File: src/rtl/button_debounce_press_hold_events_unit_defines.svh
// ---------------------------------------------------------------------------
// Button debounce event unit assertion macros
// Shared concurrent assertion forms for the button debounce event unit.
// ---------------------------------------------------------------------------
`ifndef BUTTON_DEBOUNCE_PRESS_HOLD_EVENTS_UNIT_DEFINES_SVH
`define BUTTON_DEBOUNCE_PRESS_HOLD_EVENTS_UNIT_DEFINES_SVH

// Consequent must hold in the same cycle as the antecedent.
`define BTNDB_ASSERT_SAME(lbl, clk, rst, ante, cons, msg) \
   lbl: assert property (@(posedge clk) disable iff (rst) (ante) |-> (cons)) else $error(msg);

// Consequent must hold in the cycle after the antecedent.
`define BTNDB_ASSERT_NEXT(lbl, clk, rst, ante, cons, msg) \
   lbl: assert property (@(posedge clk) disable iff (rst) (ante) |=> (cons)) else $error(msg);

`endif

File: src/rtl/btndb_pkg.sv
// ---------------------------------------------------------------------------
// Button debounce package
// Event codes, button numbers, register map and the event word type.
// ---------------------------------------------------------------------------
package btndb_pkg;

   localparam int NUM_BTN = 3;

   localparam logic [1:0] BTN_UP     = 2'd0;
   localparam logic [1:0] BTN_ACTION = 2'd1;
   localparam logic [1:0] BTN_DOWN   = 2'd2;

   localparam logic [1:0] KIND_SHORT = 2'd0;
   localparam logic [1:0] KIND_HOLD  = 2'd1;
   localparam logic [1:0] KIND_COMBO = 2'd2;

   localparam int CFG_WIDTH  = 16;
   localparam int ADDR_WIDTH = 4;
   localparam int DATA_WIDTH = 32;
   localparam int IN_TIME_WIDTH = 32;

   localparam logic [1:0] REG_DEBOUNCE = 2'd0;
   localparam logic [1:0] REG_HOLD     = 2'd1;
   localparam logic [1:0] REG_COMBO    = 2'd2;

   localparam logic [CFG_WIDTH-1:0] DEBOUNCE_RESET = 16'd30;
   localparam logic [CFG_WIDTH-1:0] HOLD_RESET     = 16'd1000;
   localparam logic [CFG_WIDTH-1:0] COMBO_RESET    = 16'd2000;

   typedef struct packed {
      logic       valid;
      logic [1:0] kind;
      logic [1:0] code;
      logic       combo;
   } evt_type;

endpackage

File: src/rtl/btndb_req_if.sv
// ---------------------------------------------------------------------------
// Button poll channel
// Valid/ready channel carrying one poll word: three raw levels and a time.
// ---------------------------------------------------------------------------
interface btndb_req_if;
   logic        valid;
   logic        ready;
   logic        up_pressed;
   logic        action_pressed;
   logic        down_pressed;
   logic [31:0] time_now;

   modport source (output valid, output up_pressed, output action_pressed,
                   output down_pressed, output time_now, input ready);
   modport sink (input valid, input up_pressed, input action_pressed,
                 input down_pressed, input time_now, output ready);
endinterface

File: src/rtl/btndb_rsp_if.sv
// ---------------------------------------------------------------------------
// Button event channel
// Valid/ready channel carrying one event word.
// ---------------------------------------------------------------------------
interface btndb_rsp_if;
   logic       valid;
   logic       ready;
   logic [1:0] event_kind;
   logic [1:0] button_code;
   logic       is_combo;

   modport source (output valid, output event_kind, output button_code,
                   output is_combo, input ready);
   modport sink (input valid, input event_kind, input button_code,
                 input is_combo, output ready);
endinterface

File: src/rtl/btndb_step.sv
// ---------------------------------------------------------------------------
// Button debounce poll step
// Next state and event for one poll, buttons in order up, action, down.
// ---------------------------------------------------------------------------
module btndb_step #(
   parameter int TIME_WIDTH = 32
) (
   input  logic [2:0]                                raw,
   input  logic [TIME_WIDTH-1:0]                     now,
   input  logic [btndb_pkg::CFG_WIDTH-1:0]           debounce_time,
   input  logic [btndb_pkg::CFG_WIDTH-1:0]           hold_time,
   input  logic [btndb_pkg::CFG_WIDTH-1:0]           combo_time,
   input  logic [2:0]                                last_raw,
   input  logic [2:0]                                stable_level,
   input  logic [TIME_WIDTH-1:0]                     change_time [3],
   input  logic [TIME_WIDTH-1:0]                     press_start [3],
   input  logic [2:0]                                hold_done,
   input  logic                                      combo_done,
   output logic [2:0]                                last_raw_n,
   output logic [2:0]                                stable_level_n,
   output logic [TIME_WIDTH-1:0]                     change_time_n [3],
   output logic [TIME_WIDTH-1:0]                     press_start_n [3],
   output logic [2:0]                                hold_done_n,
   output logic                                      combo_done_n,
   output btndb_pkg::evt_type                        evt
);

   logic                  stop;
   logic [TIME_WIDTH-1:0] elapsed;
   logic [TIME_WIDTH-1:0] later;

   always_comb begin
      last_raw_n     = last_raw;
      stable_level_n = stable_level;
      change_time_n  = change_time;
      press_start_n  = press_start;
      hold_done_n    = hold_done;
      combo_done_n   = combo_done;
      evt            = '0;
      stop           = 1'b0;
      elapsed        = '0;
      later          = '0;
      for (int b = 0; b < btndb_pkg::NUM_BTN; b++) begin
         if (!stop) begin
            if (raw[b] != last_raw_n[b]) begin
               change_time_n[b] = now;
               last_raw_n[b]    = raw[b];
            end
            elapsed = now - change_time_n[b];
            if (elapsed >= TIME_WIDTH'(debounce_time) && raw[b] != stable_level_n[b]) begin
               stable_level_n[b] = raw[b];
               if (raw[b]) begin
                  press_start_n[b] = now;
                  hold_done_n[b]   = 1'b0;
               end else if (!hold_done_n[b]) begin
                  evt.valid = 1'b1;
                  evt.kind  = btndb_pkg::KIND_SHORT;
                  evt.code  = 2'(b);
                  stop      = 1'b1;
               end
            end
            elapsed = now - press_start_n[b];
            if (!stop && 2'(b) == btndb_pkg::BTN_ACTION && stable_level_n[b] &&
                !hold_done_n[b] && elapsed >= TIME_WIDTH'(hold_time)) begin
               hold_done_n[b] = 1'b1;
               evt.valid      = 1'b1;
               evt.kind       = btndb_pkg::KIND_HOLD;
               evt.code       = btndb_pkg::BTN_ACTION;
               stop           = 1'b1;
            end
         end
      end
      if (!stop) begin
         if (stable_level_n[btndb_pkg::BTN_UP] && stable_level_n[btndb_pkg::BTN_DOWN]) begin
            later = (press_start_n[btndb_pkg::BTN_UP] > press_start_n[btndb_pkg::BTN_DOWN]) ?
                    press_start_n[btndb_pkg::BTN_UP] : press_start_n[btndb_pkg::BTN_DOWN];
            elapsed = now - later;
            if (!combo_done_n && elapsed >= TIME_WIDTH'(combo_time)) begin
               combo_done_n = 1'b1;
               evt.valid    = 1'b1;
               evt.kind     = btndb_pkg::KIND_COMBO;
               evt.code     = btndb_pkg::BTN_ACTION;
               evt.combo    = 1'b1;
            end
         end else begin
            combo_done_n = 1'b0;
         end
      end
   end

endmodule

File: src/rtl/button_debounce_press_hold_events_unit.sv
// ---------------------------------------------------------------------------
// Button debounce event unit
// Takes one poll word per clock cycle while the result register is not
// stalled and returns its event, if any: the poll is captured in an input
// register, the debounce, hold and combo update runs combinationally from
// it, button by button until the first event, and the event lands in a
// result register. Sustained rate is one poll per cycle; a stalled result
// register holds the next poll in the input register.
// ---------------------------------------------------------------------------
`include "button_debounce_press_hold_events_unit_defines.svh"

module button_debounce_press_hold_events_unit #(
   parameter int TIME_WIDTH = 32
) (
   input  logic                                  clock,
   input  logic                                  reset,
   btndb_req_if.sink                             req_chan,
   btndb_rsp_if.source                           rsp_chan,
   input  logic                                  csr_psel,
   input  logic                                  csr_penable,
   input  logic                                  csr_pwrite,
   input  logic [btndb_pkg::ADDR_WIDTH-1:0]      csr_paddr,
   input  logic [btndb_pkg::DATA_WIDTH-1:0]      csr_pwdata,
   output logic [btndb_pkg::DATA_WIDTH-1:0]      csr_prdata,
   output logic                                  csr_pready
);

   logic [btndb_pkg::CFG_WIDTH-1:0] debounce_ff;
   logic [btndb_pkg::CFG_WIDTH-1:0] hold_ff;
   logic [btndb_pkg::CFG_WIDTH-1:0] combo_ff;

   logic                  in_vld_ff;
   logic [2:0]            in_raw_ff;
   logic [TIME_WIDTH-1:0] in_time_ff;

   logic                  out_vld_ff;
   btndb_pkg::evt_type    out_evt_ff;

   logic [2:0]            last_raw_ff;
   logic [2:0]            stable_ff;
   logic [TIME_WIDTH-1:0] change_time_ff [3];
   logic [TIME_WIDTH-1:0] press_start_ff [3];
   logic [2:0]            hold_done_ff;
   logic                  combo_done_ff;

   logic [2:0]            last_raw_in;
   logic [2:0]            stable_in;
   logic [TIME_WIDTH-1:0] change_time_in [3];
   logic [TIME_WIDTH-1:0] press_start_in [3];
   logic [2:0]            hold_done_in;
   logic                  combo_done_in;
   btndb_pkg::evt_type    evt;

   logic fire;
   logic cfg_wr;
   logic [1:0] reg_idx;

   assign fire        = in_vld_ff && (!out_vld_ff || rsp_chan.ready);
   assign req_chan.ready = !in_vld_ff || fire;
   assign cfg_wr      = csr_psel && csr_penable && csr_pwrite;
   assign reg_idx     = csr_paddr[3:2];
   assign csr_pready  = 1'b1;

   always_comb begin
      case (reg_idx)
         btndb_pkg::REG_DEBOUNCE: csr_prdata = btndb_pkg::DATA_WIDTH'(debounce_ff);
         btndb_pkg::REG_HOLD:     csr_prdata = btndb_pkg::DATA_WIDTH'(hold_ff);
         btndb_pkg::REG_COMBO:    csr_prdata = btndb_pkg::DATA_WIDTH'(combo_ff);
         default:                 csr_prdata = '0;
      endcase
   end

   always_ff @(posedge clock) begin
      if (reset) begin
         debounce_ff <= btndb_pkg::DEBOUNCE_RESET;
         hold_ff     <= btndb_pkg::HOLD_RESET;
         combo_ff    <= btndb_pkg::COMBO_RESET;
      end else if (cfg_wr) begin
         case (reg_idx)
            btndb_pkg::REG_DEBOUNCE: debounce_ff <= csr_pwdata[btndb_pkg::CFG_WIDTH-1:0];
            btndb_pkg::REG_HOLD:     hold_ff     <= csr_pwdata[btndb_pkg::CFG_WIDTH-1:0];
            btndb_pkg::REG_COMBO:    combo_ff    <= csr_pwdata[btndb_pkg::CFG_WIDTH-1:0];
            default: ;
         endcase
      end
   end

   always_ff @(posedge clock) begin
      if (req_chan.valid && req_chan.ready) begin
         in_raw_ff  <= {req_chan.down_pressed, req_chan.action_pressed, req_chan.up_pressed};
         in_time_ff <= TIME_WIDTH'(req_chan.time_now);
      end
      if (fire) begin
         out_evt_ff <= evt;
      end
   end

   always_ff @(posedge clock) begin
      if (reset) begin
         in_vld_ff  <= 1'b0;
         out_vld_ff <= 1'b0;
      end else begin
         if (req_chan.ready) begin
            in_vld_ff <= req_chan.valid;
         end
         if (fire) begin
            out_vld_ff <= evt.valid;
         end else if (rsp_chan.ready) begin
            out_vld_ff <= 1'b0;
         end
      end
   end

   always_ff @(posedge clock) begin
      if (reset) begin
         last_raw_ff    <= '0;
         stable_ff      <= '0;
         change_time_ff <= '{default: '0};
         press_start_ff <= '{default: '0};
         hold_done_ff   <= '0;
         combo_done_ff  <= 1'b0;
      end else if (fire) begin
         last_raw_ff    <= last_raw_in;
         stable_ff      <= stable_in;
         change_time_ff <= change_time_in;
         press_start_ff <= press_start_in;
         hold_done_ff   <= hold_done_in;
         combo_done_ff  <= combo_done_in;
      end
   end

   btndb_step #(
      .TIME_WIDTH (TIME_WIDTH)
   ) u_step (
      .raw            (in_raw_ff),
      .now            (in_time_ff),
      .debounce_time  (debounce_ff),
      .hold_time      (hold_ff),
      .combo_time     (combo_ff),
      .last_raw       (last_raw_ff),
      .stable_level   (stable_ff),
      .change_time    (change_time_ff),
      .press_start    (press_start_ff),
      .hold_done      (hold_done_ff),
      .combo_done     (combo_done_ff),
      .last_raw_n     (last_raw_in),
      .stable_level_n (stable_in),
      .change_time_n  (change_time_in),
      .press_start_n  (press_start_in),
      .hold_done_n    (hold_done_in),
      .combo_done_n   (combo_done_in),
      .evt            (evt)
   );

   assign rsp_chan.valid       = out_vld_ff;
   assign rsp_chan.event_kind  = out_evt_ff.kind;
   assign rsp_chan.button_code = out_evt_ff.code;
   assign rsp_chan.is_combo    = out_evt_ff.combo;

   `BTNDB_ASSERT_NEXT(a_evt_to_out, clock, reset, fire && evt.valid, out_vld_ff, "event word lost")
   `BTNDB_ASSERT_NEXT(a_combo_state, clock, reset, fire && evt.valid && evt.combo, stable_ff[btndb_pkg::BTN_UP] && stable_ff[btndb_pkg::BTN_DOWN] && combo_done_ff, "combo without both buttons held")
   `BTNDB_ASSERT_NEXT(a_hold_marks, clock, reset, fire && evt.valid && evt.kind == btndb_pkg::KIND_HOLD, hold_done_ff[btndb_pkg::BTN_ACTION], "hold event did not mark hold done")
   `BTNDB_ASSERT_SAME(a_empty_ready, clock, reset, !in_vld_ff, req_chan.ready, "empty input stage not ready")

endmodule

File: src/flat_wrapper.sv
// flat-port wrapper written by rule: the top's interface ports become plain ports
module button_debounce_press_hold_events_unit_flat 
#(
   parameter int TIME_WIDTH = 32
)
  (clock, reset, csr_psel, csr_penable, csr_pwrite, csr_paddr, csr_pwdata, csr_prdata, csr_pready, req_chan_valid, req_chan_up_pressed, req_chan_action_pressed, req_chan_down_pressed, req_chan_time_now, req_chan_ready, rsp_chan_valid, rsp_chan_event_kind, rsp_chan_button_code, rsp_chan_is_combo, rsp_chan_ready);
  btndb_req_if req_chan_i ();
  btndb_rsp_if rsp_chan_i ();
  input  logic clock;
  input  logic reset;
  input  logic csr_psel;
  input  logic csr_penable;
  input  logic csr_pwrite;
  input  logic [btndb_pkg::ADDR_WIDTH-1:0] csr_paddr;
  input  logic [btndb_pkg::DATA_WIDTH-1:0] csr_pwdata;
  output logic [btndb_pkg::DATA_WIDTH-1:0] csr_prdata;
  output logic csr_pready;
  input wire logic [$bits(req_chan_i.valid)-1:0] req_chan_valid;
  input wire logic [$bits(req_chan_i.up_pressed)-1:0] req_chan_up_pressed;
  input wire logic [$bits(req_chan_i.action_pressed)-1:0] req_chan_action_pressed;
  input wire logic [$bits(req_chan_i.down_pressed)-1:0] req_chan_down_pressed;
  input wire logic [$bits(req_chan_i.time_now)-1:0] req_chan_time_now;
  output wire logic [$bits(req_chan_i.ready)-1:0] req_chan_ready;
  output wire logic [$bits(rsp_chan_i.valid)-1:0] rsp_chan_valid;
  output wire logic [$bits(rsp_chan_i.event_kind)-1:0] rsp_chan_event_kind;
  output wire logic [$bits(rsp_chan_i.button_code)-1:0] rsp_chan_button_code;
  output wire logic [$bits(rsp_chan_i.is_combo)-1:0] rsp_chan_is_combo;
  input wire logic [$bits(rsp_chan_i.ready)-1:0] rsp_chan_ready;
  assign req_chan_i.valid = req_chan_valid;
  assign req_chan_i.up_pressed = req_chan_up_pressed;
  assign req_chan_i.action_pressed = req_chan_action_pressed;
  assign req_chan_i.down_pressed = req_chan_down_pressed;
  assign req_chan_i.time_now = req_chan_time_now;
  assign req_chan_ready = req_chan_i.ready;
  assign rsp_chan_valid = rsp_chan_i.valid;
  assign rsp_chan_event_kind = rsp_chan_i.event_kind;
  assign rsp_chan_button_code = rsp_chan_i.button_code;
  assign rsp_chan_is_combo = rsp_chan_i.is_combo;
  assign rsp_chan_i.ready = rsp_chan_ready;
  button_debounce_press_hold_events_unit #(.TIME_WIDTH(TIME_WIDTH)) u_core (.clock(clock), .reset(reset), .req_chan(req_chan_i), .rsp_chan(rsp_chan_i), .csr_psel(csr_psel), .csr_penable(csr_penable), .csr_pwrite(csr_pwrite), .csr_paddr(csr_paddr), .csr_pwdata(csr_pwdata), .csr_prdata(csr_prdata), .csr_pready(csr_pready));
endmodule
File: config.mk
export PLATFORM = sky130hd
export DESIGN_NAME = button_debounce_press_hold_events_unit_flat
export DESIGN_NICKNAME = d
export VERILOG_FILES = /design/src/rtl/btndb_pkg.sv /design/src/rtl/btndb_req_if.sv /design/src/rtl/btndb_rsp_if.sv /design/src/rtl/btndb_step.sv /design/src/rtl/button_debounce_press_hold_events_unit.sv /design/src/flat_wrapper.sv
export VERILOG_INCLUDE_DIRS = /design/src /design/src/rtl
export SDC_FILE = /design/constraint.sdc
export NUM_CORES = 1
export LEC_CHECK = 0
export BUFFER_PORTS_ARGS = -buffer_cell sky130_fd_sc_hd__buf_4
export CAP_MARGIN = 15
export CORE_MARGIN = 2
export CORE_UTILIZATION = 60
export CTS_CLUSTER_DIAMETER = 80
export DETAILED_ROUTE_END_ITERATION = 12
export GPL_ROUTABILITY_DRIVEN = 0
export PLACE_DENSITY = 0.78
export SETUP_SLACK_MARGIN = 0.02
export SKIP_CTS_REPAIR_TIMING = 1
export SYNTH_ARGS = -nofsm -noshare
export SYNTH_HDL_FRONTEND = slang
export SYNTH_SLANG_ARGS = --single-unit
File: constraint.sdc
create_clock -name clock -period 24.4 [get_ports clock]
set_input_delay 6.1 -clock clock [delete_from_list [all_inputs] [get_ports clock]]
set_output_delay 6.1 -clock clock [all_outputs]
set_load 0.01 [all_outputs]
==> results.yml <==
status:
  status: "finished clean"
worst_setup_path:
  worst_path_dominant_cell_family: "compound AO/OA/AOI/OAI gates"
  worst_path_max_delay_cell: "sky130_fd_sc_hd__or4_1"
  worst-endpoint-arrival_ns: 23.02
  r2r_slack_ns: 1.68
  cp.required_ns: 24.70
  timing.critical_path.to_type: "flip-flop"
  cp.buffers_inverters: 6
  critical_path_peak_fanout: 34
  max_stage_delay_ns: 0.83
  crit_type: "flip-flop to flip-flop"
  setup.worst_path.start_class: "flip-flop"
  crit_top_cell: "sky130_fd_sc_hd__o21ai_0"
clock_network:
  clk_latency_ns: 0.56
  clock_tree.buffer_depth: 3
  cts_tree: "done"
  clock_tree.htree_level_count: 2
  clockRootBuffer: "sky130_fd_sc_hd__clkbuf_16"
  cts.sinks: 289
  clk_pin_slew_worst_paths_ns: 0.06
  tritoncts_buffer_count: 35
synthesis:
  synthArstFlopShare_pct: 0
  synth.distinct_cells: 99
  number_of_enable_type_register_cells_in_the_synthesized_netlist: 39
  synth_area_leader_cell: "sky130_fd_sc_hd__dfxtp_1"
  synthTopCellsByArea: "sky130_fd_sc_hd__dfxtp_1, sky130_fd_sc_hd__ha_1, sky130_fd_sc_hd__mux2i_1, sky130_fd_sc_hd__a211oi_1, sky130_fd_sc_hd__nor2_1"
  ys_dominant_reg_cell: "sky130_fd_sc_hd__dfxtp_1"
  postSynthCellCount: 3003
  synth-seq-cells: 289
  post_synthesis_area_per_instance_sq_um: 8.04
  synth.most_common_cell: "sky130_fd_sc_hd__nor2_1"
  synth_seq_area_share_pct: 25.6
  yosysTopAreaCellShare_pct: 20.7
  syn-cell-area_sq_um: 24100
  yosysWarningCount: 0
  yosys-top-cells-count: "sky130_fd_sc_hd__nor2_1, sky130_fd_sc_hd__ha_1, sky130_fd_sc_hd__nand2_1, sky130_fd_sc_hd__dfxtp_1, sky130_fd_sc_hd__a21oi_1"
timing:
  hold_slack_ns: 0.465
  setup_viol_count_final: 0
  clock.fmax_mhz: 44.0
  final_critical_path_setup_slack_ns: 1.68
  timing.final.hold_violations: 0
  rsz0062_at_grt: "false"
  timing.final.crit_share_pct: 93.1
  final.min_clock_period_ns: 22.72
  slew_of_the_pin_with_the_lowest_slew_margin_ns: 1.09
  slew_violations: 0
  slew_headroom_pct: 27.6
  final.setup_skew_ns: 0.0207
  fin_tns_setup_ns: 0
min_path:
  holdCritPathClass: "flip-flop to flip-flop"
place:
  io_buffer_count: 82
  detailedPlace.worstSlack_ns: 2.08
  placed_cells_incl_taps: 3484
  dpl-instance-area_sq_um: 25000
  dp_hpwl_um: 49400
pwr:
  cellPowerDensity_nw_per_um2: 69.6
  cell_leakage_power_nw: 11.0
  vdd.ir_drop.worst_mv: 0.0665
floorplan:
  dieHeight_um: 205
  horizontal_die_dimension_um: 205
  start_util_pct: 60.8
  num_io_pins: 118
  rows: 73
  core_area_sq_um: 39700
  design.die.area_sq_um: 41900
drt:
  drt.antenna.violating_nets: 0
  drt_first_iter_violations: 2061
  vias_per_cell: 6.37
  dr_total_vias: 22632
  drtPass1Iterations: 7
  wirelength_um: 68800
  detail_route.wl_per_cell_um: 19.4
  route.detailed.drc: 0
global_routing:
  number_of_global_route_vias_before_repair: 21749
  grt_busiest_layer: "met2"
  grt_use_met2_pct: 54.2
  met3_usage_pct: 5.35
  grt_antenna_before_repair: 0
  gr-usage-met1_pct: 40.2
  pin_count_of_the_biggest_net_entering_global_routing: 117
  grt_pass1_wl_um: 110000
  grtUsageTotal_pct: 32.3
  grt.overflow.total: 0
finish:
  post_layout_nonfiller_instances: 3551
  final.fill_count: 3240
  area_growth_syn_to_layout_pct: 8.78
  layout-drive-gt1-share_pct: 7.50
  num_antenna_cells: 0
  final_stage_net_count: 3339
  finish.instance_area_sq_um: 26300
job:
  max_cap_viol_count: 0
[registers in the layout, summed over array words and instances, names as in the netlist]
signal,count
u_core.rsp_chan.is_combo,1
u_core.last_raw_ff,3
u_core.combo_ff,16
u_core.debounce_ff,16
u_core.stable_ff,3
u_core.rsp_chan.valid,1
u_core.combo_done_ff,1
u_core.rsp_chan.button_code,2
u_core.hold_ff,16
u_core.in_vld_ff,1
u_core.change_time_ff,96
u_core.press_start_ff,96
u_core.rsp_chan.event_kind,1
u_core.in_time_ff,32
u_core.hold_done_ff,1
u_core.in_raw_ff,3
[routing by layer]
metal	share of wire [%]	vias up	wire length, um
met5	0	-	0
met4	4.9	0	3390
met3	7.1	214	4880
met2	46	909	31700
met1	42	10579	28800
li1	-	10930	-
[worst paths after layout]
path / endpoint / startpoint / cells after the start
worst max-delay path: u_core.rsp_chan.button_code[0] / u_core.in_raw_ff[1] / 87
worst min-delay path: u_core.change_time_ff[95] / u_core.change_time_ff[95] / 2
worst max register to register: u_core.rsp_chan.button_code[0] / u_core.in_raw_ff[1] / 87
worst min register to register: u_core.change_time_ff[95] / u_core.change_time_ff[95] / 2
[cells by family (layout without fill, tap and decap cells)]
family | count (synthesis) | count (layout) | synth area share [%]
AO/OA/AOI/OAI | 896 | 896 | 24.7
AND/OR/NAND/NOR | 894 | 895 | 17.1
buffers and inverters | 324 | 330 | 5.53
flip-flops | 289 | 289 | 25.6
adder cells (fa/ha/maj) | 268 | 268 | 13.9
multiplexers | 219 | 219 | 9.12
XOR/XNOR | 111 | 112 | 4.03
other | 2 | 17 | 0.0311
[worst reg2reg max path, delay by kind of cell, from the launching register on]
family                     cells  cell delay (ns)
xor gates and xnor gates       3             0.58
buffers and inverters          6             0.99
AOI/OAI and AO/OA             43            10.95
and+or+nand+nor               25             6.20
adders and majority gates      9             2.68
muxes                          1             0.39
DFF                            1             0.70
[cells in the final DEF, fill, tap and decap left out, types with 36 or more instances in the layout]
cell type                  instances
sky130_fd_sc_hd__nand2b_1         55
sky130_fd_sc_hd__a21oi_1         212
sky130_fd_sc_hd__ha_1            256
sky130_fd_sc_hd__nor2_1          342
sky130_fd_sc_hd__a211oi_1        186
sky130_fd_sc_hd__nor2b_1          46
sky130_fd_sc_hd__inv_1           146
sky130_fd_sc_hd__mux2i_1         210
sky130_fd_sc_hd__edfxtp_1         39
sky130_fd_sc_hd__xor2_1           39
sky130_fd_sc_hd__nand2_1         251
sky130_fd_sc_hd__nand4_1          39
sky130_fd_sc_hd__a21o_1           97
sky130_fd_sc_hd__o21ai_0         139
sky130_fd_sc_hd__xnor2_1          69
sky130_fd_sc_hd__o211ai_1         36
sky130_fd_sc_hd__dfxtp_1         250
sky130_fd_sc_hd__buf_4           116
[through the flow]
stage	total power, W	util (%)
4_1_cts	0.00182	66.0
3_5_place_dp	0.00128	63.0
6_report	0.00183	66.1
2_1_floorplan	0.00111	-
3_3_place_gp	0.00125	63.0
5_1_grt	0.00194	66.1
[cell type report]
type / count / area [sq um] / area share, %
Clock inverter: 16 / 173 / 0.657
Multi-Input combinational cell: 2407 / 16800 / 64.0
Tap cell: 525 / 657 / 2.50
Timing Repair Buffer: 120 / 916 / 3.49
Inverter: 148 / 561 / 2.13
Sequential cell: 289 / 6180 / 23.5
Clock buffer: 46 / 987 / 3.76
[power breakdown]
part	internal, W	switching, W
logic	0.000313	0.000450
clock network	0.000318	0.000216
registers	0.000510	0.0000206
total	0.00114	0.000687
No activity file was read; power rests on OpenSTA's default activity.
